<file path="src/rtl/core/rletd_pkg.sv">
`timescale 1ns / 1ps
// rletd_pkg: types and constants for the run-length token decoder
// no dependencies; imported by every module of the decoder
package rletd_pkg;

   localparam int MAX_RESULTS = 64;
   localparam int NRES_W      = 6;

   localparam logic [7:0] TYPE_RUN = 8'h00;
   localparam logic [7:0] TYPE_LIT = 8'h01;

   localparam logic [1:0] STAT_OK      = 2'd0;
   localparam logic [1:0] STAT_TRUNC   = 2'd1;
   localparam logic [1:0] STAT_BADTYPE = 2'd2;

   typedef enum logic [1:0] {
      PH_TYPE  = 2'd0,
      PH_LEN   = 2'd1,
      PH_VALUE = 2'd2,
      PH_LIT   = 2'd3
   } phase_type;

   typedef enum logic {
      ST_IDLE = 1'b0,
      ST_EMIT = 1'b1
   } ctrl_state_type;

   typedef struct packed {
      logic [7:0] data_byte;
      logic       last_byte;
   } req_type;

   typedef struct packed {
      logic [31:0] out_word;
      logic [2:0]  byte_count;
      logic [1:0]  status;
      logic        burst_last;
      logic        stream_end;
   } rsp_type;

   typedef struct packed {
      logic accept;
      logic emit;
   } cmd_type;

   typedef struct packed {
      logic out_free;
      logic run_start;
      logic run_final;
   } stat_type;

endpackage

</file>
<file path="src/rtl/core/rletd_ctrl.sv">
`timescale 1ns / 1ps
// rletd_ctrl: sequencer that accepts tokens and runs word expansion
// depends on rletd_pkg
module rletd_ctrl
   import rletd_pkg::*;
(
   input  logic     clock,
   input  logic     reset,
   input  logic     req_valid,
   output logic     req_stall,
   input  stat_type stat,
   output cmd_type  cmd
);

   ctrl_state_type state_ff, state_in;

   always_ff @(posedge clock) begin
      if (reset) begin
         state_ff <= ST_IDLE;
      end else begin
         state_ff <= state_in;
      end
   end

   always_comb begin
      state_in = state_ff;
      unique case (state_ff)
         ST_IDLE: begin
            if (req_valid && stat.out_free && stat.run_start) begin
               state_in = ST_EMIT;
            end
         end
         ST_EMIT: begin
            if (stat.out_free && stat.run_final) begin
               state_in = ST_IDLE;
            end
         end
         default: state_in = ST_IDLE;
      endcase
   end

   always_comb begin
      req_stall  = 1'b1;
      cmd.accept = 1'b0;
      cmd.emit   = 1'b0;
      unique case (state_ff)
         ST_IDLE: begin
            req_stall  = !stat.out_free;
            cmd.accept = req_valid && stat.out_free;
         end
         ST_EMIT: begin
            cmd.emit = stat.out_free;
         end
         default: req_stall = 1'b1;
      endcase
   end

endmodule

</file>
<file path="src/rtl/core/rletd_datapath.sv">
`timescale 1ns / 1ps
// rletd_datapath: token state, run expansion registers and result register
// depends on rletd_pkg
module rletd_datapath
   import rletd_pkg::*;
#(
   parameter int LANES = 4
) (
   input  logic     clock,
   input  logic     reset,
   input  req_type  req_data,
   input  cmd_type  cmd,
   output stat_type stat,
   output logic     rsp_valid,
   input  logic     rsp_stall,
   output rsp_type  rsp_data
);

   localparam logic [7:0] LANES_B = 8'(LANES);

   phase_type         phase_ff, phase_in;
   logic [7:0]        remaining_ff, remaining_in;
   logic [1:0]        err_ff, err_in;
   logic [7:0]        value_ff, value_in;
   logic [7:0]        left_ff, left_in;
   logic [NRES_W-1:0] nres_ff, nres_in;
   logic              last_ff, last_in;
   logic              rsp_valid_ff, rsp_valid_in;
   rsp_type           rsp_ff, rsp_in;

   logic [7:0]  cnt;
   logic [31:0] run_word;
   logic        has_data;
   logic [7:0]  rem_dec;
   logic [1:0]  fin_err;

   assign stat.out_free  = !rsp_valid_ff || !rsp_stall;
   assign stat.run_start = (err_ff == STAT_OK) && (phase_ff == PH_VALUE) &&
                           (remaining_ff != 8'd0);
   assign stat.run_final = (left_ff <= LANES_B) ||
                           (nres_ff == NRES_W'(MAX_RESULTS - 1));

   assign cnt      = (left_ff < LANES_B) ? left_ff : LANES_B;
   assign has_data = (err_ff == STAT_OK) && (phase_ff == PH_LIT);
   assign rem_dec  = remaining_ff - 8'd1;

   always_comb begin
      run_word = '0;
      for (int k = 0; k < 4; k++) begin
         if (8'(k) < cnt) begin
            run_word[8*k +: 8] = value_ff;
         end
      end
   end

   always_comb begin
      phase_in     = phase_ff;
      remaining_in = remaining_ff;
      err_in       = err_ff;
      value_in     = value_ff;
      left_in      = left_ff;
      nres_in      = nres_ff;
      last_in      = last_ff;
      fin_err      = STAT_OK;
      rsp_in       = rsp_ff;
      rsp_valid_in = rsp_valid_ff && rsp_stall;

      if (cmd.accept) begin
         if (err_ff == STAT_OK) begin
            unique case (phase_ff)
               PH_TYPE: begin
                  if (req_data.data_byte == TYPE_RUN || req_data.data_byte == TYPE_LIT) begin
                     remaining_in = req_data.data_byte;
                     phase_in     = PH_LEN;
                  end else begin
                     err_in       = STAT_BADTYPE;
                     phase_in     = PH_TYPE;
                     remaining_in = 8'd0;
                  end
               end
               PH_LEN: begin
                  remaining_in = req_data.data_byte;
                  if (remaining_ff == TYPE_RUN) begin
                     phase_in = PH_VALUE;
                  end else if (req_data.data_byte == 8'd0) begin
                     phase_in = PH_TYPE;
                  end else begin
                     phase_in = PH_LIT;
                  end
               end
               PH_VALUE: begin
                  remaining_in = 8'd0;
                  phase_in     = PH_TYPE;
                  left_in      = remaining_ff;
                  value_in     = req_data.data_byte;
                  nres_in      = '0;
                  last_in      = req_data.last_byte;
               end
               PH_LIT: begin
                  remaining_in = rem_dec;
                  if (rem_dec == 8'd0) begin
                     phase_in = PH_TYPE;
                  end
               end
               default: phase_in = PH_TYPE;
            endcase
         end

         if (req_data.last_byte) begin
            fin_err = err_in;
            if (err_in == STAT_OK && phase_in != PH_TYPE) begin
               fin_err = STAT_TRUNC;
            end
            phase_in     = PH_TYPE;
            remaining_in = 8'd0;
            err_in       = STAT_OK;
         end

         if (!stat.run_start && (has_data || req_data.last_byte)) begin
            rsp_valid_in        = 1'b1;
            rsp_in.out_word     = has_data ? {24'd0, req_data.data_byte} : 32'd0;
            rsp_in.byte_count   = has_data ? 3'd1 : 3'd0;
            rsp_in.status       = req_data.last_byte ? fin_err : STAT_OK;
            rsp_in.burst_last   = 1'b1;
            rsp_in.stream_end   = req_data.last_byte;
         end
      end else if (cmd.emit) begin
         rsp_valid_in      = 1'b1;
         rsp_in.out_word   = run_word;
         rsp_in.byte_count = cnt[2:0];
         rsp_in.status     = STAT_OK;
         rsp_in.burst_last = stat.run_final;
         rsp_in.stream_end = stat.run_final && last_ff;
         left_in           = left_ff - cnt;
         nres_in           = nres_ff + NRES_W'(1);
      end
   end

   always_ff @(posedge clock) begin
      if (reset) begin
         phase_ff     <= PH_TYPE;
         remaining_ff <= 8'd0;
         err_ff       <= STAT_OK;
         rsp_valid_ff <= 1'b0;
         nres_ff      <= '0;
         left_ff      <= 8'd0;
         last_ff      <= 1'b0;
      end else begin
         phase_ff     <= phase_in;
         remaining_ff <= remaining_in;
         err_ff       <= err_in;
         rsp_valid_ff <= rsp_valid_in;
         nres_ff      <= nres_in;
         left_ff      <= left_in;
         last_ff      <= last_in;
      end
   end

   always_ff @(posedge clock) begin
      value_ff <= value_in;
      rsp_ff   <= rsp_in;
   end

   assign rsp_valid = rsp_valid_ff;
   assign rsp_data  = rsp_ff;

endmodule

</file>
<file path="src/rtl/core/rle_token_decoder.sv">
`timescale 1ns / 1ps
// rle_token_decoder: run-length token stream decoder, one encoded byte a transaction
// depends on rletd_pkg, rletd_ctrl, rletd_datapath
//
// usage:
//   req channel carries one byte of the token stream plus a last flag; rsp channel
//   carries result words of up to LANES bytes (lanes 0 to 3 visible), a lane count,
//   the stream status and burst/stream end flags
//   a type or length byte gives no result unless it is the last byte; a literal
//   byte gives one result, registered and shown in the cycle after acceptance
//   a run value byte then holds the input while its result words are emitted one
//   at a time, min(64, ceil(length / LANES)) words, by the single word emit path;
//   a byte that gives a result or none is accepted every cycle while the result
//   register is free; that register lets the next byte enter while a result waits,
//   so with no stall the sustained rate is one byte a cycle outside run expansion
//   rsp_stall holds the result register; req_stall rises while it is full and
//   stalled, and during run expansion
//   synchronous reset returns the decoder to expect a token type, clears the
//   sticky error and drops any pending result
module rle_token_decoder
   import rletd_pkg::*;
#(
   parameter int LANES = 4
) (
   input  logic    clock,
   input  logic    reset,
   input  logic    req_valid,
   output logic    req_stall,
   input  req_type req_data,
   output logic    rsp_valid,
   input  logic    rsp_stall,
   output rsp_type rsp_data
);

   cmd_type  cmd;
   stat_type stat;

   rletd_ctrl u_ctrl (
      .clock     (clock),
      .reset     (reset),
      .req_valid (req_valid),
      .req_stall (req_stall),
      .stat      (stat),
      .cmd       (cmd)
   );

   rletd_datapath #(
      .LANES (LANES)
   ) u_datapath (
      .clock     (clock),
      .reset     (reset),
      .req_data  (req_data),
      .cmd       (cmd),
      .stat      (stat),
      .rsp_valid (rsp_valid),
      .rsp_stall (rsp_stall),
      .rsp_data  (rsp_data)
   );

endmodule

</file>
<file path="config.mk">
export PLATFORM = sky130hd
export DESIGN_NAME = rle_token_decoder
export DESIGN_NICKNAME = d
export VERILOG_FILES = /design/src/rtl/core/rletd_pkg.sv /design/src/rtl/core/rletd_ctrl.sv /design/src/rtl/core/rletd_datapath.sv /design/src/rtl/core/rle_token_decoder.sv
export SDC_FILE = /design/constraint.sdc
export NUM_CORES = 1
export LEC_CHECK = 0
export ABC_AREA = 1
export BUFFER_PORTS_ARGS = -buffer_cell sky130_fd_sc_hd__buf_2
export CORE_MARGIN = 10
export CORE_UTILIZATION = 50
export CTS_CLUSTER_SIZE = 28
export DETAILED_ROUTE_END_ITERATION = 10
export PLACE_DENSITY_LB_ADDON = 0.1
export SYNTH_ARGS = -nofsm -noshare
export SYNTH_HDL_FRONTEND = slang
export SYNTH_SLANG_ARGS = --single-unit
</file>
<file path="constraint.sdc">
create_clock -name clock -period 7.52 [get_ports clock]
set_clock_uncertainty 0.1 [all_clocks]
set_input_delay 1.504 -clock clock [delete_from_list [all_inputs] [get_ports clock]]
set_output_delay 1.504 -clock clock [all_outputs]
set_load 0.005 [all_outputs]
</file>
# After elaboration in Yosys (flattened, before gate mapping)

Cells that the tools add are included.

Word-level logic and storage cells: 110
Bits in writable memories: 0
Memories: 0
Input port bits: 13
Bits in registers: 76
Bits in read-only memories: 0
Bits in latches: 0

Add/subtract/negate cells: 3
Bitwise gates (word level): 1
Multiply operators: 0
Muxes and demuxes: 46
Divide/modulo/power cells: 0
Magnitude comparators: 6
Shifts and indexed selects: 0
Equal/unequal tests: 8
Reductions and logical operators: 32

Operators with widths:

| operator                                              | number |
|---|---|
| 2-to-1 mux 39 bit                                     | 3 |
| 2-to-1 mux 8 bit                                      | 13 |
| case mux 8 bit (4 select lines)                       | 1 |
| 2-to-1 mux 2 bit                                      | 13 |
| zero test 8 bit                                       | 3 |
| 2-to-1 mux 6 bit                                      | 4 |
| < comparator 1 x 8 -> 1 bit, first input constant     | 2 |
| < comparator 2 x 8 -> 1 bit, first input constant     | 2 |
| logical AND 1 bit                                     | 10 |
| 2-to-1 mux 1 bit                                      | 10 |
| == test 8 x 1 -> 1 bit, second input constant         | 1 |
| <= comparator 8 x 3 -> 1 bit, second input constant   | 1 |
| < comparator 8 x 3 -> 1 bit, second input constant    | 1 |
| case mux 2 bit (4 select lines)                       | 1 |
| nonzero test 8 bit                                    | 1 |
| subtractor 8 x 1 -> 8 bit, second input constant      | 1 |
| subtractor 8 bit                                      | 1 |
| adder 6 x 1 -> 6 bit, second input constant           | 1 |
| == test 6 bit, second input constant                  | 1 |
| zero test 2 bit                                       | 3 |
| inequality test 2 x 1 -> 1 bit, second input constant | 3 |
| AND reduction 3 bit                                   | 2 |
| nonzero test 2 bit                                    | 3 |
| == test 2 bit, second input constant                  | 2 |
| other kinds (6)                                       | 13 |

# Longest topological paths before layout

Gate-level depths: netlist (run 1).

Depth in word-level cells: 12
Gate-level depth with buffers: 14
Gate-level depth less buffers: 14

# Hierarchy

Synthesis (run 1) repeated with hierarchy kept, for this count alone.

Cells, all modules: 407
Area, all modules: 3,574.7 um^2

Modules (own cells, without submodules):

| module         | area each (um^2) | seq. area each (um^2) | cells an instance | instances |
|---|---|---|---|---|
| rletd_datapath | 3,513.4          | 1,971.9               | 396               | 1 |
| rletd_ctrl     | 61.3             | 20.0                  | 11                | 1 |

# Worst setup path after synthesis (run 1)

Ideal clock, no wire load.

Path type: input to register
Start point: input rsp_stall
End point: register u_datapath.rsp_ff, in the netlist u_datapath.rsp_data[0] (enable)
Path buffers: 0
Path slack: 2.461 ns
Library setup time: 0.489 ns
Cell stages on the path: 3
Arrival time: 4.469 ns
Cells stage by stage: nand2_1 > inv_1 > o21ai_0

Word-level cells in the longest chain between the ends: 6
Elaborated cells between the ends (all ways): 8
Those cells by class: 1 x eq/ne; 2 x mux; 5 x reduce/logical

Ends and longest elaborated chain:

| element                                                                                      | RTL line                | source |
|---|---|---|
| start, declared                                                                              | rle_token_decoder.sv:31 | `input logic rsp_stall,` |
| zero test 1 bit (*)                                                                          | rletd_datapath.sv:37    | `assign stat.out_free = !rsp_valid_ff \|\| !rsp_stall;` |
| logical OR 1 bit (*)                                                                         | rletd_datapath.sv:37    |  |
| logical AND 1 bit                                                                            | rletd_ctrl.sv:49        | `cmd.accept = req_valid && stat.out_free;` |
| 2-to-1 mux 1 bit                                                                             | rletd_ctrl.sv:46        | `unique case (state_ff)` |
| inequality test 2 x 1 -> 1 bit (no source line) / nonzero test 2 bit (equally long branches) | -                       |  |
| AND reduction 2 bit (no source line) (*)                                                     | -                       |  |
| end signal, assigned                                                                         | rletd_datapath.sv:161   | `rsp_ff <= rsp_in;` |
| end, declared                                                                                | rletd_datapath.sv:29    | `rsp_type rsp_ff, rsp_in;` |

Every way passes the cells marked *; elsewhere a longest branch is shown, timed or not.
A chain may end at the register's enable or synchronous reset.

# Worst setup path after layout (run 1)

Start point: input rsp_stall
End point: register u_datapath.rsp_ff, in the netlist u_datapath.rsp_data[13] (enable)

The elaborated chain is that of the path after synthesis.

==> results of run 1 <==
-- worst min-delay path by stage --
| stage | start | to | cells past startpoint |
|---|---|---|---|
| after floorplan | u_datapath.nres_ff[0] | u_datapath.nres_ff[0] | 1 |
| after global routing | u_datapath.left_ff[6] | u_datapath.left_ff[6] | 2 |
| after CTS | u_datapath.left_ff[6] | u_datapath.left_ff[6] | 2 |
| after global placement | u_datapath.nres_ff[0] | u_datapath.nres_ff[0] | 1 |
| final | u_datapath.left_ff[6] | u_datapath.left_ff[6] | 2 |
| after detailed placement | u_datapath.last_ff | u_datapath.last_ff | 2 |
-- routing by layer --
metal | global-route usage, % | vias to the layer above | share of wire [%]
met2 | 22.1 | 86 | 47
met3 | 4.52 | 4 | 6.9
met4 | 5.17 | 0 | 0.60
met1 | 18.2 | 1253 | 46
li1 | - | 1404 | -
met5 | 0 | - | 0
-- through the flow --
| step | setup slack [ps] | instances | power [µW] | area, µm² |
|---|---|---|---|---|
| 6_report | 3700 | 541 | 856 | 4120 |
| 2_1_floorplan | 2460 | 381 | 498 | 3520 |
| 5_1_grt | 3460 | 541 | 889 | 4120 |
| 3_5_place_dp | 3330 | 525 | 518 | 3890 |
| 3_3_place_gp | 3440 | 525 | 517 | 3890 |
| 4_1_cts | 3690 | 541 | 861 | 4120 |
-- registers in the layout (all words and copies together) (netlist names), 2 cells and up --
signal and flops:
u_datapath.nres_ff 6, u_datapath.rsp_data 39, u_datapath.left_ff 8, u_datapath.err_ff 2
u_datapath.value_ff 8, u_datapath.phase_ff 2, u_datapath.remaining_ff 8
-- synth_stat cells, drive strengths merged --
master,instances
o21a,1
nand4,3
nand2,78
xor2,2
a31oi,5
nor2,65
nand3,17
o32ai,9
buf,4
and3,1
ha,4
a21oi,29
o31ai,1
inv,47
o22ai,4
edfxtp,47
conb,1
clkbuf,2
a211oi,1
nor3,5
nor3b,1
nor4,1
o21ai,22
xnor2,1
clkinv,1
dfxtp,29
-- logic make-up after synthesis --
logic type | after synthesis | share of synthesized area [%]
other | 1 | 0.107
XOR/XNOR | 3 | 0.747
AO/OA/AOI/OAI | 72 | 12.1
AND/OR/NAND/NOR | 171 | 23.0
adder cells (fa/ha/maj) | 4 | 1.42
buffers and inverters | 54 | 5.97
flip-flops | 76 | 56.6
-- power by group through the flow --
stage,Clock [µW],Sequential (µW),Combinational [µW]
2_1_floorplan,0,466,32.1
3_3_place_gp,0,463,54.0
3_5_place_dp,0,463,54.8
4_1_cts,352,454,55.0
5_1_grt,373,455,61.4
6_report,348,454,54.3
-- cell type report --
cell class,count,area (µm²)
clock buffers,10,128
inverters,48,181
multi-input cells,251,1330
fillers,617,2710
repair buffers,54,273
flip-flops and latches,76,1990
well taps,96,120
clock inverters,6,96.3
-- tightest hold or removal path: cells and delay by family (launching register included) --
kind / cells / cell delay (ps)
AND/OR/NAND/NOR: 1 / 60
flip-flops: 1 / 320
AO/OA/AOI/OAI: 1 / 60
==> results.yml, run 1 <==
global_routing:
  grt_pass1_wl_um: 12700
  antenna_found_initial: 0
  grtUsageTotal_pct: 14.3
  gr-total-overflow: 0
  grt_pass1_vias: 2567
  grt_max_degree: 40
worst_setup_path:
  worstPathRequired_ps: 7420
  endpoint_kind: "register"
  startpoint_type: "input pin"
  startpoint: "rsp_stall"
  crit_fanout: 39
  r2r_end: "u_datapath.rsp_data[13]"
  slowest_delay_ps: 460
  path_delay_family: "buffers and inverters"
  cp.arrival_ps: 3710
  crit_type: "input pin to register"
  endpoint: "u_datapath.rsp_data[13]"
  critical_path_depth: 9
  crit_chain: "buf_2 > nand2_1 > nand3_2 > inv_2 > nand3_2 > nand2_1 > o21ai_0 > o21ai_4 > buf_4"
  cp_num_buf_inv: 3
  reg2reg_depth: 8
  crit_slowest_cell: "inv_2"
  reg2reg_from: "u_ctrl.state_ff"
  reg2reg_setup_slack_ps: 4610
cells_and_area:
  area_growth_pct: 17.0
  layout-drive-gt1-share_pct: 24.0
  fin_util_pct: 60.3
  final_common_cell: "nand2_1"
  final_nets: 457
  final_cell_mix: "69 x nand2_1, 54 x nor2_1, 53 x buf_2"
  antenna_cells: 0
placement:
  hpwl_um: 5740
  place.gp.congestion: 0.899
  portBuffers: 53
sta:
  worst_pin_slew_ps: 549
  fin_crit_ps: 3820
  min_period_over_period_pct: 50.7
  setup_violations: 0
  slew_violations: 0
  rsz0062_at_grt: "false"
  finalSetupTns_ps: 0
  hold_viol_final: 0
  relSlewSlack_pct: 63.2
  hold_slack_ps: 381
  max_freq_mhz: 262
floorplanning:
  fp-row-count: 30
  fp.dieArea_um2: 10800
  die_width_um: 104
  core_region_area_um2: 6830
  die_h_um: 104
  pin_count: 54
  initial_core_util_pct: 51.5
power_and_ir_drop:
  comb_power_share_pct: 6.3
  p_leak_uw: 0.00173
  pwr-share-clk_pct: 40.7
  powerDensity_nw_per_um2: 208
  internal_power_uw: 658
  power_frac_seq_pct: 53.0
  power.share.switching_pct: 23.1
  ir_drop_uv: 117
  switching_power_uw: 198
clocking:
  worstSkewPairLatency_ps: 350
  clock-sinks: 76
  clkSlewWorstSetupHoldPaths_ps: 70
  cts_setup_buffers: 0
  h-tree-depth: 3
  clk_path_buf_depth: 2
  clock-root-buffer: "clkbuf_8"
  cts_tree: "built"
  post_cts_resized: 0
  cts_buffers: 9
  cts.hold.buffers_added: 0
routing:
  first_pass_iters: 4
  avgRoutedWirePerCell_um: 14.2
  drc: 0
  avgViaCountPerCell: 5.08
  vias: 2747
  wl_um: 7690
  drt_first_iter_violations: 165
  postRouteAntennaNets: 0
yosys:
  synth_area_per_cell_um2: 9.23
  yosysSeqAreaShare_pct: 56.6
  ys_warn_count: 0
  netlist_instances: 381
  yosysTopAreaCell: "edfxtp_1"
  ys_ff_latch: 76
  ys_top_cells_by_area: "edfxtp_1 40%, dfxtp_1 17%, nand2_1 7.4%"
  syn-num-nets: 398
  yosysUniqueCellTypes: 37
  synth_area_um2: 3520
  synth_top_area_share_pct: 40.1
job:
  drv_cap: 0
min_path:
  hp-class: "register to register"
outcome:
  status: "finished, final reports clean"
Note: power is estimated with default switching activity, not from simulation.
==> run 2: changes to the inputs <==
- ABC_AREA: 1 -> 0
- clock period: 7.52 -> 3.6 ns (I/O delays scaled with it)
==> run 2 against run 1 <==
  * Worst hold slack improved by 22 ps
  * Final cell count decreased by 9.4%
  * Combinational power increased by 50%
  * Cell area shrank 0.30%
  * Clock power grew 100%
  * Synthesized cell count fell by 12%
  * First-iteration DRC count up 14%
  * Register-to-register slack got worse by 4100 ps
  * Sequential share of layout area rose by 0.15 points
==> results.yml, run 2 <==
sta:
  hold_slack_ps: 403
  setup_violations: 0
  min_period_over_period_pct: 86.1
  finalSetupTns_ps: 0
  max_freq_mhz: 323
  fin_crit_ps: 3100
  slew_violations: 0
  hold_viol_final: 0
  worst_pin_slew_ps: 810
  relSlewSlack_pct: 46.0
  rsz0062_at_grt: "false"
clocking:
  worstSkewPairLatency_ps: 350
  cts.hold.buffers_added: 0
  clkSlewWorstSetupHoldPaths_ps: 80
  post_cts_resized: 0
  cts_tree: "built"
  clk_path_buf_depth: 2
  cts_setup_buffers: 0
  clock-root-buffer: "clkbuf_8"
  clock-sinks: 76
  h-tree-depth: 3
  cts_buffers: 9
yosys:
  ys_ff_latch: 76
  yosysSeqAreaShare_pct: 56.6
  synth_area_um2: 3520
  synth_area_per_cell_um2: 10.5
  synthArstFlopShare_pct: 0
  yosysMostFrequentCell: "edfxtp_1"
  ys_top_cells_by_area: "edfxtp_1 40%, dfxtp_1 16%, nor2_1 4.8%"
  yosysTopAreaCell: "edfxtp_1"
  ys_warn_count: 0
  netlist_instances: 336
  ys.flop_type: "edfxtp_1"
  yosysUniqueCellTypes: 54
  synth_commonest_cells: "47 x edfxtp_1, 45 x nor2_1, 29 x dfxtp_1, 25 x and2_1, 24 x a21oi_1"
  syn-num-nets: 353
  synth_top_area_share_pct: 40.1
  synth_edf_count: 47
cells_and_area:
  final_nets: 406
  final_cell_mix: "53 x buf_2, 47 x edfxtp_1, 45 x nor2_1"
  antenna_cells: 0
  area_growth_pct: 16.6
  layout-drive-gt1-share_pct: 21.1
  final_common_cell: "buf_2"
  fillers: 615
  multi_input_area_um2: 1410
  largest_reg_flops: 39
  finish.cell_count_without_fillers: 490
  regArea_um2: 1990
outcome:
  status: "finished, final reports clean"
worst_setup_path:
  worstPathRequired_ps: 3580
  crit_type: "register to register"
  reg2reg_from: "u_datapath.remaining_ff[0]"
  endpoint_kind: "register"
  startpoint: "u_datapath.remaining_ff[0]"
  startpoint_type: "register"
  crit_fanout: 9
  cp.arrival_ps: 3080
routing:
  drt_first_iter_violations: 188
  wl_um: 8200
  first_pass_iters: 5
  avgRoutedWirePerCell_um: 16.7
  avgViaCountPerCell: 5.69
  vias: 2786
  drc: 0
  postRouteAntennaNets: 0
global_routing:
  grtUsageTotal_pct: 14.9
  grt_pass1_vias: 2563
  grt_pass1_wl_um: 13200
  grt_max_degree: 40
  gr-total-overflow: 0
  antenna_found_initial: 0
job:
  drv_cap: 0
placement:
  place.gp.congestion: 0.901
  dp.cells: 474
  hpwl_um: 5800
  portBuffers: 53
floorplanning:
  fp.dieArea_um2: 10800
  die_h_um: 104
  initial_core_util_pct: 51.5
  pin_count: 54
  die_width_um: 104
  fp-row-count: 30
  core_region_area_um2: 6830
power_and_ir_drop:
  powerDensity_nw_per_um2: 422
  ir_drop_uv: 192
  p_leak_uw: 0.00154
min_path:
  min_from: "u_datapath.last_ff"
  hp-class: "register to register"
-- run 2: cell count changes after synthesis, sizes merged, moves of 7 or more --
cell and delta:
nand3 -15, inv -37, o21ai -9, nand2 -56
clkbuf +13, and2 +25, nor3 +7, o32ai -9
a22o +9, nor2 -20, a211oi +7
-- run 2: routing by layer --
metal / global-route usage [%] / up-vias / share of wire, %
met4: 7.16 / 0 / 2.4
met3: 4.40 / 18 / 8.3
met1: 18.9 / 1297 / 44
met2: 22.7 / 114 / 45
li1: - / 1357 / -
met5: 0 / - / 0
-- run 2: power by group --
group	total (µW)	internal (µW)	switching [µW]
registers	942	937	5.13
logic	81.6	25.9	55.7
clock network	711	392	319
-- run 2: area by class of cell --
| cell class | instances | area share, % |
|---|---|---|
| clock inverters | 6 | 2.19 |
| flip-flops and latches | 76 | 48.5 |
| well taps | 96 | 2.93 |
| multi-input cells | 231 | 34.4 |
| inverters | 10 | 0.914 |
| repair buffers | 61 | 7.92 |
| clock buffers | 10 | 3.11 |
-- run 2: kinds of logic (layout without fill, tap and decap cells) --
logic type	after synthesis	in the layout	share of synthesized area, %
muxes	1	1	0.284
DFF	76	76	56.6
xor gates and xnor gates	8	8	1.99
and+or+nand+nor	130	130	18.6
other	1	1	0.107
adders and majority gates	4	4	1.42
AOI/OAI and AO/OA	87	87	17.6
buffers and inverters	29	87	3.41
-- run 2: through the flow --
stage                     util (%)  cell area [µm²]  setup slack [ps]  total power (µW)
after floorplan                  -             3520               369              1000
after CTS                     60.1             4110               544              1750
final                         60.1             4110               501              1730
after detailed placement      56.9             3890               578              1040
after global placement        56.9             3890               672              1040
after global routing          60.1             4110               321              1790
-- run 2: critical path, cell delays in order (launching register included) --
cell,delay [ps]
dfxtp_1,390
inv_1,90
ha_1,230
or4b_4,510
or4_1,500
a41oi_1,290
o211ai_2,130
o41ai_1,470
a21oi_1,130
-- run 2: path summary, 6_finish.rpt --
check	slack, ps	endpoint	cells past startpoint
max	500	u_datapath.rsp_data[2]	8
min	400	u_datapath.last_ff	2
min reg2reg	400	u_datapath.last_ff	2
max reg2reg	500	u_datapath.rsp_data[2]	8
